[config.mk]
export PLATFORM = sky130hd
export DESIGN_NAME = parking_occupancy_detector
export DESIGN_NICKNAME = d
export VERILOG_FILES = /design/src/pod_pkg.sv /design/src/pod_front.sv /design/src/pod_back.sv /design/src/pod_out.sv /design/src/parking_occupancy_detector.sv
export SDC_FILE = /design/constraint.sdc
export NUM_CORES = 2
export LEC_CHECK = 0
export BUFFER_PORTS_ARGS = -buffer_cell sky130_fd_sc_hd__buf_2
export CAP_MARGIN = 20
export CORE_MARGIN = 5
export CORE_UTILIZATION = 65
export DETAILED_ROUTE_END_ITERATION = 8
export GPL_TIMING_DRIVEN = 0
export PLACE_DENSITY = 0.79
export SLEW_MARGIN = 0
export SYNTH_ARGS = -nofsm -noshare
export SYNTH_HDL_FRONTEND = slang
export SYNTH_SLANG_ARGS = --single-unit
[constraint.sdc]
create_clock -name clk -period 12.9 [get_ports clk]
set_input_delay 0 -clock clk [delete_from_list [all_inputs] [get_ports clk]]
set_output_delay 0 -clock clk [all_outputs]
set_load 0.01 [all_outputs]
[src/pod_pkg.sv]
`timescale 1ns / 1ps
// pod_pkg: shared types, constants and helpers of the parking occupancy detector
// no dependencies; used by every module of the block

package pod_pkg;

  localparam int EMA_SHIFT       = 2;
  localparam int MAG_DEBOUNCE    = 2;
  localparam int ABSENT_DEBOUNCE = 3;

  localparam int MAG_CNT_W = $clog2(MAG_DEBOUNCE + 1);
  localparam int ABS_CNT_W = $clog2(ABSENT_DEBOUNCE + 1);
  localparam int EMA_W     = 9 + EMA_SHIFT + 1;

  localparam logic [15:0] DIST_MIN_CM = 16'd2;
  localparam logic [15:0] DIST_MAX_CM = 16'd400;
  localparam int          MS_PER_S    = 1000;

  // floor(x / 1000) = (x * DIV_MAGIC) >> DIV_SHIFT for any 32-bit x
  localparam int          DIV_MAGIC_W = 29;
  localparam logic [DIV_MAGIC_W-1:0] DIV_MAGIC = 29'd274877907;
  localparam int          DIV_SHIFT   = 38;
  localparam int          PROD_W      = 32 + DIV_MAGIC_W;

  localparam int OPQ_DEPTH = 4;
  localparam int OPQ_PTR_W = $clog2(OPQ_DEPTH);
  localparam int RESQ_DEPTH = 4;
  localparam int RESQ_PTR_W = $clog2(RESQ_DEPTH);

  localparam int CFG_IDX_W  = 2;
  localparam int CFG_DATA_W = 31;

  localparam logic [CFG_IDX_W-1:0] CFG_DIST_THR   = 2'd0;
  localparam logic [CFG_IDX_W-1:0] CFG_ZOMBIE_THR = 2'd1;
  localparam logic [CFG_IDX_W-1:0] CFG_MAG_THR    = 2'd2;
  localparam logic [CFG_IDX_W-1:0] CFG_LED_EN     = 2'd3;

  localparam logic [8:0]  RST_DIST_THR  = 9'd10;
  localparam logic [31:0] RST_ZOMBIE_MS = 32'd3600000;
  localparam logic [30:0] RST_MAG_THR   = 31'd33554432;

  localparam logic [1:0] FUNC_DIST   = 2'd0;
  localparam logic [1:0] FUNC_MAG    = 2'd1;
  localparam logic [1:0] FUNC_STATUS = 2'd2;

  localparam logic [1:0] CODE_IDLE     = 2'd0;
  localparam logic [1:0] CODE_OCCUPIED = 2'd1;
  localparam logic [1:0] CODE_ZOMBIE   = 2'd2;

  typedef enum logic [2:0] {
    ST_IDLE     = 3'b001,
    ST_OCCUPIED = 3'b010,
    ST_ZOMBIE   = 3'b100
  } space_state_t;

  typedef enum logic [1:0] {
    OP_NONE   = 2'd0,
    OP_DIST   = 2'd1,
    OP_MAG    = 2'd2,
    OP_STATUS = 2'd3
  } op_t;

  typedef struct packed {
    logic [1:0]         func;
    logic [15:0]        distance_raw;
    logic signed [15:0] mag_z;
    logic               mag_ok;
    logic [31:0]        time_ms;
  } in_item_t;

  typedef struct packed {
    logic [1:0]  park_state;
    logic [22:0] occupied_seconds;
    logic [8:0]  distance_cm;
    logic        mag_present;
    logic        led_on;
    logic        status_changed;
  } out_item_t;

  typedef struct packed {
    op_t         op;
    logic        dist_ok;
    logic [8:0]  dist_val;
    logic        mag_hit;
    logic [31:0] time_ms;
  } op_item_t;

  typedef struct packed {
    logic [1:0]  park_state;
    logic [31:0] elapsed_ms;
    logic [8:0]  distance_cm;
    logic        mag_present;
    logic        led_on;
    logic        status_changed;
  } exec_res_t;

  typedef struct packed {
    logic [8:0]  dist_thr;
    logic [31:0] zombie_ms;
    logic        led_en;
  } back_cfg_t;

  function automatic logic [1:0] park_code(input space_state_t st);
    logic [1:0] code;
    unique case (st)
      ST_IDLE:     code = CODE_IDLE;
      ST_OCCUPIED: code = CODE_OCCUPIED;
      ST_ZOMBIE:   code = CODE_ZOMBIE;
      default:     code = CODE_IDLE;
    endcase
    return code;
  endfunction

endpackage

[src/pod_front.sv]
`timescale 1ns / 1ps
// pod_front: input side, classifies each item into an operation and queues it
// depends on pod_pkg

module pod_front (
  input  logic                 clk,
  input  logic                 rst_n,
  input  logic                 push,
  output logic                 full,
  input  pod_pkg::in_item_t    in_data,
  input  logic [30:0]          mag_thr,
  input  logic                 opq_pop,
  output logic                 opq_empty,
  output pod_pkg::op_item_t    opq_head
);

  pod_pkg::op_item_t op_c;
  logic [15:0] mag_abs;
  logic [31:0] mag_sq;
  logic        wr_en;
  logic        rd_en;

  pod_pkg::op_item_t             opq_mem [pod_pkg::OPQ_DEPTH];
  logic [pod_pkg::OPQ_PTR_W-1:0] wr_ptr_r, wr_ptr_nxt;
  logic [pod_pkg::OPQ_PTR_W-1:0] rd_ptr_r, rd_ptr_nxt;
  logic [pod_pkg::OPQ_PTR_W:0]   cnt_r, cnt_nxt;

  always_comb begin
    mag_abs = in_data.mag_z[15] ? (~in_data.mag_z + 16'd1) : in_data.mag_z;
    mag_sq  = {16'd0, mag_abs} * {16'd0, mag_abs};
    op_c.dist_ok  = (in_data.distance_raw >= pod_pkg::DIST_MIN_CM) &&
                    (in_data.distance_raw <= pod_pkg::DIST_MAX_CM);
    op_c.dist_val = in_data.distance_raw[8:0];
    op_c.mag_hit  = mag_sq > {1'b0, mag_thr};
    op_c.time_ms  = in_data.time_ms;
    unique case (in_data.func)
      pod_pkg::FUNC_DIST:   op_c.op = pod_pkg::OP_DIST;
      pod_pkg::FUNC_MAG:    op_c.op = in_data.mag_ok ? pod_pkg::OP_MAG : pod_pkg::OP_NONE;
      pod_pkg::FUNC_STATUS: op_c.op = pod_pkg::OP_STATUS;
      default:              op_c.op = pod_pkg::OP_NONE;
    endcase
  end

  // operation queue
  assign full      = (cnt_r == (pod_pkg::OPQ_PTR_W+1)'(pod_pkg::OPQ_DEPTH));
  assign opq_empty = (cnt_r == '0);
  assign opq_head  = opq_mem[rd_ptr_r];
  assign wr_en     = push && !full;
  assign rd_en     = opq_pop && !opq_empty;

  always_comb begin
    wr_ptr_nxt = wr_en ? wr_ptr_r + 1'b1 : wr_ptr_r;
    rd_ptr_nxt = rd_en ? rd_ptr_r + 1'b1 : rd_ptr_r;
    cnt_nxt    = cnt_r;
    if (wr_en && !rd_en) begin
      cnt_nxt = cnt_r + 1'b1;
    end else if (!wr_en && rd_en) begin
      cnt_nxt = cnt_r - 1'b1;
    end
  end

  always_ff @(posedge clk) begin
    if (!rst_n) begin
      wr_ptr_r <= '0;
      rd_ptr_r <= '0;
      cnt_r    <= '0;
    end else begin
      wr_ptr_r <= wr_ptr_nxt;
      rd_ptr_r <= rd_ptr_nxt;
      cnt_r    <= cnt_nxt;
    end
  end

  always_ff @(posedge clk) begin
    if (wr_en) begin
      opq_mem[wr_ptr_r] <= op_c;
    end
  end

endmodule

[src/pod_back.sv]
`timescale 1ns / 1ps
// pod_back: executes queued operations on the detector state, one per cycle while a result credit is free
// depends on pod_pkg

module pod_back (
  input  logic                 clk,
  input  logic                 rst_n,
  input  logic                 opq_empty,
  input  pod_pkg::op_item_t    opq_head,
  output logic                 opq_pop,
  input  logic                 credit_ok,
  input  pod_pkg::back_cfg_t   cfg,
  output logic                 res_vld,
  output pod_pkg::exec_res_t   res
);

  logic                          issue;
  logic [8:0]                    smooth_r, smooth_nxt;
  logic                          first_r, first_nxt;
  logic [pod_pkg::MAG_CNT_W-1:0] mag_cnt_r, mag_cnt_nxt;
  logic                          mag_flag_r, mag_flag_nxt;
  logic [pod_pkg::ABS_CNT_W-1:0] abs_cnt_r, abs_cnt_nxt;
  pod_pkg::space_state_t         state_r, state_nxt;
  logic [31:0]                   change_time_r, change_time_nxt;
  logic [31:0]                   elapsed_ms_r, elapsed_ms_nxt;
  logic                          res_vld_r;
  pod_pkg::exec_res_t            res_r, res_c;

  logic [8:0]                    dist_in;
  logic [pod_pkg::EMA_W-1:0]     ema;
  logic [31:0]                   delta_ms;
  logic                          present;
  logic                          absent;

  assign issue   = !opq_empty && credit_ok;
  assign opq_pop = issue;

  always_comb begin
    smooth_nxt      = smooth_r;
    first_nxt       = first_r;
    mag_cnt_nxt     = mag_cnt_r;
    mag_flag_nxt    = mag_flag_r;
    abs_cnt_nxt     = abs_cnt_r;
    state_nxt       = state_r;
    change_time_nxt = change_time_r;
    elapsed_ms_nxt  = elapsed_ms_r;

    dist_in  = opq_head.dist_ok ? opq_head.dist_val : smooth_r;
    ema      = ((pod_pkg::EMA_W'(smooth_r) << pod_pkg::EMA_SHIFT) - pod_pkg::EMA_W'(smooth_r)
               + pod_pkg::EMA_W'(dist_in)) >> pod_pkg::EMA_SHIFT;
    delta_ms = opq_head.time_ms - change_time_r;
    present  = (smooth_r != 9'd0) && (smooth_r < cfg.dist_thr) && mag_flag_r;
    absent   = 1'b0;

    if (issue) begin
      unique case (opq_head.op)
        pod_pkg::OP_DIST: begin
          first_nxt  = 1'b0;
          smooth_nxt = first_r ? dist_in : ema[8:0];
        end
        pod_pkg::OP_MAG: begin
          if (opq_head.mag_hit) begin
            if (mag_cnt_r < pod_pkg::MAG_CNT_W'(pod_pkg::MAG_DEBOUNCE)) begin
              mag_cnt_nxt = mag_cnt_r + 1'b1;
            end
            if (mag_cnt_nxt >= pod_pkg::MAG_CNT_W'(pod_pkg::MAG_DEBOUNCE)) begin
              mag_flag_nxt = 1'b1;
            end
          end else begin
            if (mag_cnt_r != '0) begin
              mag_cnt_nxt = mag_cnt_r - 1'b1;
            end
            if (mag_cnt_nxt == '0) begin
              mag_flag_nxt = 1'b0;
            end
          end
        end
        pod_pkg::OP_STATUS: begin
          if (present) begin
            abs_cnt_nxt = '0;
          end else if (abs_cnt_r < pod_pkg::ABS_CNT_W'(pod_pkg::ABSENT_DEBOUNCE)) begin
            abs_cnt_nxt = abs_cnt_r + 1'b1;
          end
          absent = abs_cnt_nxt >= pod_pkg::ABS_CNT_W'(pod_pkg::ABSENT_DEBOUNCE);
          unique case (state_r)
            pod_pkg::ST_OCCUPIED: begin
              if (absent) begin
                state_nxt       = pod_pkg::ST_IDLE;
                change_time_nxt = opq_head.time_ms;
                elapsed_ms_nxt  = '0;
              end else begin
                elapsed_ms_nxt = delta_ms;
                if (delta_ms >= cfg.zombie_ms) begin
                  state_nxt = pod_pkg::ST_ZOMBIE;
                end
              end
            end
            pod_pkg::ST_ZOMBIE: begin
              if (absent) begin
                state_nxt       = pod_pkg::ST_IDLE;
                change_time_nxt = opq_head.time_ms;
                elapsed_ms_nxt  = '0;
              end else begin
                elapsed_ms_nxt = delta_ms;
                if (delta_ms < cfg.zombie_ms) begin
                  state_nxt = pod_pkg::ST_OCCUPIED;
                end
              end
            end
            pod_pkg::ST_IDLE: begin
              if (present) begin
                state_nxt       = pod_pkg::ST_OCCUPIED;
                change_time_nxt = opq_head.time_ms;
                elapsed_ms_nxt  = '0;
              end
            end
            default: begin
              state_nxt = pod_pkg::ST_IDLE;
            end
          endcase
        end
        default: begin
        end
      endcase
    end

    res_c.park_state     = pod_pkg::park_code(state_nxt);
    res_c.elapsed_ms     = elapsed_ms_nxt;
    res_c.distance_cm    = smooth_nxt;
    res_c.mag_present    = mag_flag_nxt;
    res_c.led_on         = cfg.led_en && (state_nxt == pod_pkg::ST_ZOMBIE);
    res_c.status_changed = (state_nxt != state_r);
  end

  always_ff @(posedge clk) begin
    if (!rst_n) begin
      smooth_r      <= '0;
      first_r       <= 1'b1;
      mag_cnt_r     <= '0;
      mag_flag_r    <= 1'b0;
      abs_cnt_r     <= '0;
      state_r       <= pod_pkg::ST_IDLE;
      change_time_r <= '0;
      elapsed_ms_r  <= '0;
      res_vld_r     <= 1'b0;
    end else begin
      smooth_r      <= smooth_nxt;
      first_r       <= first_nxt;
      mag_cnt_r     <= mag_cnt_nxt;
      mag_flag_r    <= mag_flag_nxt;
      abs_cnt_r     <= abs_cnt_nxt;
      state_r       <= state_nxt;
      change_time_r <= change_time_nxt;
      elapsed_ms_r  <= elapsed_ms_nxt;
      res_vld_r     <= issue;
    end
  end

  always_ff @(posedge clk) begin
    if (issue) begin
      res_r <= res_c;
    end
  end

  assign res_vld = res_vld_r;
  assign res     = res_r;

endmodule

[src/pod_out.sv]
`timescale 1ns / 1ps
// pod_out: ms to seconds conversion by reciprocal multiply, result queue, credits
// depends on pod_pkg

module pod_out (
  input  logic                 clk,
  input  logic                 rst_n,
  input  logic                 issue,
  output logic                 credit_ok,
  input  logic                 res_vld,
  input  pod_pkg::exec_res_t   res,
  output logic                 empty,
  input  logic                 pop,
  output pod_pkg::out_item_t   out_data
);

  logic                          prod_vld_r;
  logic [pod_pkg::PROD_W-1:0]    prod_r;
  pod_pkg::exec_res_t            hold_r;
  pod_pkg::out_item_t            push_item;
  logic                          rd_en;

  pod_pkg::out_item_t             resq_mem [pod_pkg::RESQ_DEPTH];
  logic [pod_pkg::RESQ_PTR_W-1:0] wr_ptr_r, wr_ptr_nxt;
  logic [pod_pkg::RESQ_PTR_W-1:0] rd_ptr_r, rd_ptr_nxt;
  logic [pod_pkg::RESQ_PTR_W:0]   cnt_r, cnt_nxt;
  logic [pod_pkg::RESQ_PTR_W:0]   resv_r, resv_nxt;

  // slots are reserved at issue so the queue can never overflow
  assign credit_ok = resv_r < (pod_pkg::RESQ_PTR_W+1)'(pod_pkg::RESQ_DEPTH);
  assign empty     = (cnt_r == '0);
  assign rd_en     = pop && !empty;
  assign out_data  = resq_mem[rd_ptr_r];

  always_comb begin
    push_item.park_state       = hold_r.park_state;
    push_item.occupied_seconds = prod_r[pod_pkg::DIV_SHIFT +: 23];
    push_item.distance_cm      = hold_r.distance_cm;
    push_item.mag_present      = hold_r.mag_present;
    push_item.led_on           = hold_r.led_on;
    push_item.status_changed   = hold_r.status_changed;

    wr_ptr_nxt = prod_vld_r ? wr_ptr_r + 1'b1 : wr_ptr_r;
    rd_ptr_nxt = rd_en ? rd_ptr_r + 1'b1 : rd_ptr_r;
    cnt_nxt    = cnt_r;
    if (prod_vld_r && !rd_en) begin
      cnt_nxt = cnt_r + 1'b1;
    end else if (!prod_vld_r && rd_en) begin
      cnt_nxt = cnt_r - 1'b1;
    end
    resv_nxt = resv_r;
    if (issue && !rd_en) begin
      resv_nxt = resv_r + 1'b1;
    end else if (!issue && rd_en) begin
      resv_nxt = resv_r - 1'b1;
    end
  end

  always_ff @(posedge clk) begin
    if (!rst_n) begin
      prod_vld_r <= 1'b0;
      wr_ptr_r   <= '0;
      rd_ptr_r   <= '0;
      cnt_r      <= '0;
      resv_r     <= '0;
    end else begin
      prod_vld_r <= res_vld;
      wr_ptr_r   <= wr_ptr_nxt;
      rd_ptr_r   <= rd_ptr_nxt;
      cnt_r      <= cnt_nxt;
      resv_r     <= resv_nxt;
    end
  end

  always_ff @(posedge clk) begin
    if (res_vld) begin
      prod_r <= pod_pkg::PROD_W'(res.elapsed_ms) * pod_pkg::PROD_W'(pod_pkg::DIV_MAGIC);
      hold_r <= res;
    end
    if (prod_vld_r) begin
      resq_mem[wr_ptr_r] <= push_item;
    end
  end

endmodule

[src/parking_occupancy_detector.sv]
`timescale 1ns / 1ps
// parking_occupancy_detector: top level, configuration registers and wiring
// depends on pod_pkg, pod_front, pod_back, pod_out
//
// usage
//   input queue: an item is taken at a clock edge with push high and full low.
//   each item is an ultrasonic sample, a magnetometer sample, a status check
//   or an unused code, and gives exactly one result beat, in order.
//   result queue: the oldest result sits on out_data while empty is low and is
//   taken at an edge with pop high.
//   config port: cfg_ready is always high; a write lands at an edge with
//   cfg_valid high. write only while no item is in flight.
//   an item passes the op queue, res_r, prod_r and the result queue in order.
//   throughput: one item per cycle while result credits last, set by the
//   state update in the execute stage; the seconds value comes from a
//   registered reciprocal multiply behind it.
//   reset (rst_n low, synchronous) clears both queues and all detector state
//   and loads the register defaults; items are taken from the next cycle.
//   when pop stays low the four-entry result queue fills, then the four-entry
//   operation queue, and full rises; nothing is dropped.

module parking_occupancy_detector (
  input  logic                            clk,
  input  logic                            rst_n,
  input  logic                            push,
  output logic                            full,
  input  pod_pkg::in_item_t               in_data,
  output logic                            empty,
  input  logic                            pop,
  output pod_pkg::out_item_t              out_data,
  input  logic                            cfg_valid,
  output logic                            cfg_ready,
  input  logic [pod_pkg::CFG_IDX_W-1:0]   cfg_index,
  input  logic [pod_pkg::CFG_DATA_W-1:0]  cfg_data
);

  logic [8:0]          dist_thr_r;
  logic [31:0]         zombie_ms_r;
  logic [30:0]         mag_thr_r;
  logic                led_en_r;
  pod_pkg::back_cfg_t  back_cfg;

  logic                opq_pop;
  logic                opq_empty;
  pod_pkg::op_item_t   opq_head;
  logic                credit_ok;
  logic                res_vld;
  pod_pkg::exec_res_t  res;

  assign cfg_ready = 1'b1;

  // zombie threshold is kept in ms so the state update needs no divide
  always_ff @(posedge clk) begin
    if (!rst_n) begin
      dist_thr_r  <= pod_pkg::RST_DIST_THR;
      zombie_ms_r <= pod_pkg::RST_ZOMBIE_MS;
      mag_thr_r   <= pod_pkg::RST_MAG_THR;
      led_en_r    <= 1'b1;
    end else if (cfg_valid && cfg_ready) begin
      unique case (cfg_index)
        pod_pkg::CFG_DIST_THR:   dist_thr_r  <= cfg_data[8:0];
        pod_pkg::CFG_ZOMBIE_THR: zombie_ms_r <= 32'(cfg_data[21:0]) * 32'(pod_pkg::MS_PER_S);
        pod_pkg::CFG_MAG_THR:    mag_thr_r   <= cfg_data[30:0];
        pod_pkg::CFG_LED_EN:     led_en_r    <= cfg_data[0];
        default: begin
        end
      endcase
    end
  end

  assign back_cfg.dist_thr  = dist_thr_r;
  assign back_cfg.zombie_ms = zombie_ms_r;
  assign back_cfg.led_en    = led_en_r;

  pod_front u_front (
    .clk       (clk),
    .rst_n     (rst_n),
    .push      (push),
    .full      (full),
    .in_data   (in_data),
    .mag_thr   (mag_thr_r),
    .opq_pop   (opq_pop),
    .opq_empty (opq_empty),
    .opq_head  (opq_head)
  );

  pod_back u_back (
    .clk       (clk),
    .rst_n     (rst_n),
    .opq_empty (opq_empty),
    .opq_head  (opq_head),
    .opq_pop   (opq_pop),
    .credit_ok (credit_ok),
    .cfg       (back_cfg),
    .res_vld   (res_vld),
    .res       (res)
  );

  pod_out u_out (
    .clk       (clk),
    .rst_n     (rst_n),
    .issue     (opq_pop),
    .credit_ok (credit_ok),
    .res_vld   (res_vld),
    .res       (res),
    .empty     (empty),
    .pop       (pop),
    .out_data  (out_data)
  );

endmodule

* Word-level counts from Yosys, hierarchy flattened
Memories as Yosys holds them, arrays and structs flattened. A register that Yosys moved wholly into a read port is not among the register bits. Index checks and enable logic that the tools add are counted.
Operators by class: add/sub/neg operators 17, multipliers 3, div/mod/pow operators 0, magnitude comparators 11, eq/ne operators 17, shift operators 0, mux-type cells 56, bitwise logic cells 1, reduce and logical (&&, ||, !) cells 42
Operators by type and width (count):
- 2-to-1 mux 32 bit | 6
- one-hot mux 32 bit (2 select lines) | 2
- multiplier 32 x 29 -> 61 bit, second input constant | 1
- 2-to-1 mux 3 bit | 13
- 2-to-1 mux 2 bit | 18
- 2-to-1 mux 9 bit | 4
- greater-or-equal comparator 32 bit | 1
- > comparator 32 x 31 -> 1 bit | 1
- < comparator 32 bit | 1
- multiplier 16 x 16 -> 32 bit | 1
- subtractor 32 bit | 1
- multiplier 22 x 7 -> 29 bit, second input constant | 1
- adder 16 x 1 -> 16 bit, second input constant | 1
- greater-or-equal comparator 16 x 2 -> 1 bit, second input constant | 1
- less-or-equal comparator 16 x 9 -> 1 bit, second input constant | 1
- 2-to-1 mux 16 bit | 1
- inverter 16 bit | 1
- logical AND 1 bit | 14
- AND reduction 2 bit | 7
- adder 2 x 1 -> 2 bit, second input constant | 6
- adder 11 x 9 -> 11 bit | 1
- subtractor 11 x 9 -> 11 bit | 1
- == test 2 bit, second input constant | 5
- nonzero test 2 bit | 5
- other kinds (23) | 53
Word-level totals: register bits 292, latch bits 0, RAM bits 328, memory bits (read-only) 0, output and inout port bits 40, memories 2
Memories:
- u_front.opq_mem | depth 4, width 45, read ports 1, clocked after memory_dff 1, write ports 1, RTL line pod_front.sv:23 | pod_pkg::op_item_t opq_mem [pod_pkg::OPQ_DEPTH];
- u_out.resq_mem | depth 4, width 37, read ports 1, clocked after memory_dff 1, write ports 1, RTL line pod_out.sv:23 | pod_pkg::out_item_t resq_mem [pod_pkg::RESQ_DEPTH];

* Depth between registers and ports, before layout
depth after elaboration 13, gate-level depth with buffers 40

* By module
A second synthesis with hierarchy kept.
Unflattened totals: cell total of the unflattened synthesis 4653, area, all modules 51589.5 µm²
Modules (own cells, without submodules):
- pod_out | times used 1, cells an instance 1817, area an instance 21817.2 µm², seq. area each 5815.6 µm²
- pod_front | times used 1, cells an instance 1255, area an instance 15089.5 µm², seq. area each 5585.4 µm²
- pod_back | times used 1, cells an instance 888, area an instance 8473.1 µm², seq. area each 3042.9 µm²
- parking_occupancy_detector | times used 1, cells an instance 693, area an instance 6209.7 µm², seq. area each 1401.3 µm²

* Worst setup path before layout
No wires, ideal clock.
path type input-to-reg, start in in_data[33] (netlist name), end mem u_front.opq_mem[0][32] (netlist name), data pin, arrival 8687 ps, slack 3930 ps, cell stages on the path 40, path buffers 2, cells stage by stage inv_1 > clkbuf_1 > ha_1 > nand2_1 > or4_4 > nand2_1 > xor2_1 > clkbuf_1 > inv_1 > nand2_1 > inv_1 > fa_1 > inv_1 > fa_1 > inv_1 > fa_1 > fa_1 > fa_1 > (+4 left out) > a21o_1 > a21oi_1 > nand2_1 > nand2_1 > a311oi_1 > o41ai_2 > o21bai_1 > a21oi_1 > xnor2_1 > ha_1 > a21o_1 > a21o_1 > a21oi_1 > o21ai_0 > a211oi_1 > nor2_1 > a2111oi_0 > a211oi_2
RTL lines:
- start: declaration | RTL line parking_occupancy_detector.sv:27 | input pod_pkg::in_item_t in_data,
- end: declaration | RTL line pod_front.sv:23

==> results.md <==
- Of the cells placed in the final design, the portion with a size suffix greater than 1 is 7.684%.
- The flow ran to the end, and the final reports show no timing, DRC or antenna violations.
- The cell area after synthesis is 0.05052 mm^2.
- The share of the synthesized area in the top cell type is 24.43%.
- Counting stages on the worst path, the most repeated cell is sky130_fd_sc_hd__inv_1.
- The first routing iteration left 2403 violations.
- The maximum clock path buffer count is 3.
- The parity-gate share of the synthesized area counting xor and xnor cells is 2.375%.
- The worst pin sits at a relative slew slack of 25.94%.
- The number of max-slew violations in the final report is 0.
- The number of maximum-capacitance violations is 0.
- The multiplexer share of the synthesized area is 4.547%.
- The commonest cells after synthesis are sky130_fd_sc_hd__inv_1, sky130_fd_sc_hd__ha_1, sky130_fd_sc_hd__fa_1, sky130_fd_sc_hd__edfxtp_1, sky130_fd_sc_hd__nand2_1.
- The most frequent cell after synthesis is sky130_fd_sc_hd__inv_1.
- Measured along the x axis, the die boundary spans 288.8 um.
- Summed over all layers, the routed wires come to 116.7 mm.
- Setup repair after global routing left no endpoint under its margin.
- For this run, the slowest stage of the critical path takes 720 ps.
- Data arrives at the worst endpoint at 10840 ps.
- Row generation in the floorplan step produced 102 rows.
- Buffers placed on the I/O ports in this run total 142.
- The overall global routing resource usage is 28.73%.
- The sequential area share after synthesis is 31.37%.
- The synthesis-to-layout area growth is 10.08%.
- The sum of negative setup slack is 0 ps.
- Entering global routing, the biggest net connects 39 pins.
- Once the clock tree was built, the resizer swapped 0 gates to a different size.
- After clock tree synthesis, the clock-pin slew on the worst setup and hold paths is 70 ps.
- Measured along the y axis, the die boundary spans 288.8 um.
- The H-tree generated during clock tree synthesis spans 2 levels.
- The fill cell instance count of the final layout is 5278.
- Yosys mapped a number of flops with a built-in enable equal to 411.
- The TritonCTS clock tree is built.
- The latest clock arrival within the worst-skew pair is 630 ps.
- In this run the worst path has a maximum fanout of 12.
- The routed via count divided by cell count is 5.762.
- The number of distinct library cell variants in the gate-level netlist after synthesis is 83.
- In this run the worst hold path is classified as in -> reg.
- The share of the synthesized area in compound gates (AO/OA/AOI/OAI) is 8.195%.
- The number of clock sinks is 586.
- By area, the combinational part of the netlist is dominated by adder cells.
- Once the floorplan was initialized, standard cells occupied 65.43% of the core.
- Synthesis inferred 586 register bits.
- The final weighted congestion in routability-driven placement is 0.9295.
- The number of antenna violations at the first check in global routing was 5.
- The via count of the routed design is 34136.
- After clock tree synthesis, the flow added hold-fix buffers numbering 86.
- The tree is rooted in a sky130_fd_sc_hd__clkbuf_16.
- The worst hold path begins at in_data[11].
- The critical path capture point type is a flip-flop.
- Summed over all instances, the cell type with the most area after synthesis is sky130_fd_sc_hd__edfxtp_1.
- After layout, the worst path uses 81.34% of the clock period.
- The core region is 0.07721 mm^2.
- Setup violations remaining at the end of the flow were counted as 0.
- The final-report hold violation count was 0.
- The post-detailed-route DRC marker count is 0.
- The via count of the first global-routing pass came to 35527.
- Pin placement for this block handled 145 I/O pins.
- The area share of and/or/nand/nor cells after synthesis is 7.353%.
- STA classifies the critical path startpoint as an input pin.
- The worst endpoint required time is 13240 ps.
- For this run, asynchronously set or reset flops after synthesis account for 0%.
- The startpoint-to-endpoint class of the critical path is in -> reg.
- Synthesis produced 4528 cells.
- At the pin with the least slew margin, the transition time is 1107 ps.
- The first global-routing pass estimated 188.2 mm of wire.
- For the final database, setup skew stands at 68.92 ps.
- The count of antenna-violating nets left after detailed routing is 0.
- After global routing the overflow that remains totals 0.
- Yosys printed 0 warnings.
- A synthesized cell averages 11.16 um^2.
- The maximum clock rate is 95.31 MHz.
- After legalization and detailed placement, the total HPWL measured 89.10 mm.
- The clock period minus worst slack is 10490 ps.
- The die covers 0.08340 mm^2.
- The wire length per cell after detailed routing is 19.71 um.
- The worst hold margin is 132.7 ps.
- Buffers inserted during clock tree synthesis total 55.
- Yosys attributes the largest share of cell area to sky130_fd_sc_hd__edfxtp_1, sky130_fd_sc_hd__fa_1, sky130_fd_sc_hd__ha_1.
- At the end of the flow, the number of nets in the layout was 6162.
- For this design, the slowest cell found on the critical path is sky130_fd_sc_hd__xor2_1.
- The first-pass detailed-route iteration total is 7.
- After clock tree synthesis, the setup repair step added 0 buffers.
- The timing startpoint of the critical path is in_data[33].
- The most instantiated flip-flop cell in the synthesis netlist is sky130_fd_sc_hd__edfxtp_1.
- After Yosys synthesis, full adders, half adders and majority gates account for 38.47% of the synthesized area.
==> path summary, 6_finish.rpt <==
| check | endpoint | slack [ps] | cells after the start |
|---|---|---|---|
| min | u_front.opq_mem[1][11]$_DFFE_PP_ | 130 | 2 |
| max reg2reg | u_back.res[44]$_DFFE_PP_ | 4800 | 24 |
| min reg2reg | u_out.hold_r[10]$_DFFE_PP_ | 380 | 0 |
| max | u_front.opq_mem[0][32]$_DFFE_PP_ | 2410 | 40 |
==> sequential cells by signal, indices dropped and copies added (netlist names), 2 cells and up, named ones only <==
| register | count |
|---|---|
| u_out.cnt_r | 3 |
| u_out.prod_r | 23 |
| u_out.rd_ptr_r | 2 |
| u_front.wr_ptr_r | 2 |
| u_out.resv_r | 3 |
| u_back.elapsed_ms_r | 32 |
| u_back.res | 46 |
| dist_thr_r | 9 |
| u_back.abs_cnt_r | 2 |
| u_out.hold_r | 14 |
| u_front.opq_mem | 180 |
| u_out.wr_ptr_r | 2 |
| u_back.mag_cnt_r | 2 |
| u_front.rd_ptr_r | 2 |
| u_out.resq_mem | 148 |
| u_back.change_time_r | 32 |
| u_back.smooth_r | 9 |
| u_back.state_r | 3 |
| zombie_ms_r | 29 |
| u_front.cnt_r | 3 |
| mag_thr_r | 31 |
==> cell families (layout without fill, tap and decap cells) <==
kind of cell    count (synthesis)  count (layout)
simple gates                  785             785
other cells                     2              16
xor+xnor                      134             134
compound gates                642             642
fa+ha+maj                    1224            1224
flops                         586             586
mux                           127             127
buf+inv                      1028            1370
==> worst max-delay path, delay by kind of cell <==
| kind | cells | cell delay (ps) |
|---|---|---|
| fa+ha+maj | 9 | 3930 |
| compound gates | 14 | 3240 |
| buf+inv | 11 | 2030 |
| xor+xnor | 2 | 860 |
| simple gates | 4 | 730 |
==> routing by layer <==
| layer | vias to the layer above | wire, um | GRT usage, % |
|---|---|---|---|
| met5 | - | 13 | 0 |
| met4 | 2 | 4310 | 9.602 |
| met3 | 237 | 7429 | 4.578 |
| met2 | 1119 | 57430 | 48.51 |
| met1 | 16940 | 47560 | 38.41 |
| li1 | 15838 | - | - |
==> placed cells by master, fill, tap and decap left out, types with 82 or more instances in the layout <==
master                          instances
sky130_fd_sc_hd__o21ai_0              113
sky130_fd_sc_hd__a21oi_1              215
sky130_fd_sc_hd__edfxtp_1             411
sky130_fd_sc_hd__dlygate4sd3_1         86
sky130_fd_sc_hd__buf_2                147
sky130_fd_sc_hd__clkbuf_1              93
sky130_fd_sc_hd__nand2_1              254
sky130_fd_sc_hd__nor2_1               213
sky130_fd_sc_hd__ha_1                 674
sky130_fd_sc_hd__a21o_1                99
sky130_fd_sc_hd__fa_1                 549
sky130_fd_sc_hd__inv_1                920
sky130_fd_sc_hd__dfxtp_1              174
sky130_fd_sc_hd__mux4_2                82
==> through the flow <==
step           cells  utilization (%)  worst slack [ps]  instance area (um^2)
2_1_floorplan   4538                -              3930                 50560
3_3_place_gp    5720            68.08              2011                 52570
3_5_place_dp    5730            68.35              1987                 52780
4_1_cts         5919            72.00              2610                 55590
5_1_grt         5924            72.03              1884                 55610
6_report        5924            72.03              2408                 55610
==> layout make-up <==
class,instances,area [um^2],share of cell area (%)
antenna,4,10.01,0.01800
buffer,101,400.4,0.7200
clock buffer,67,1431,2.574
clock inverter,36,526.8,0.9472
inverter,927,3480,6.257
multi-input combinational,2924,30850,55.48
sequential,586,15850,28.49
tap,1040,1301,2.340
timing repair buffer,239,1763,3.170
Power is left out: the tool's default activity adds up to more than one toggle a clock period on the data nets, which glitch-free logic cannot reach.
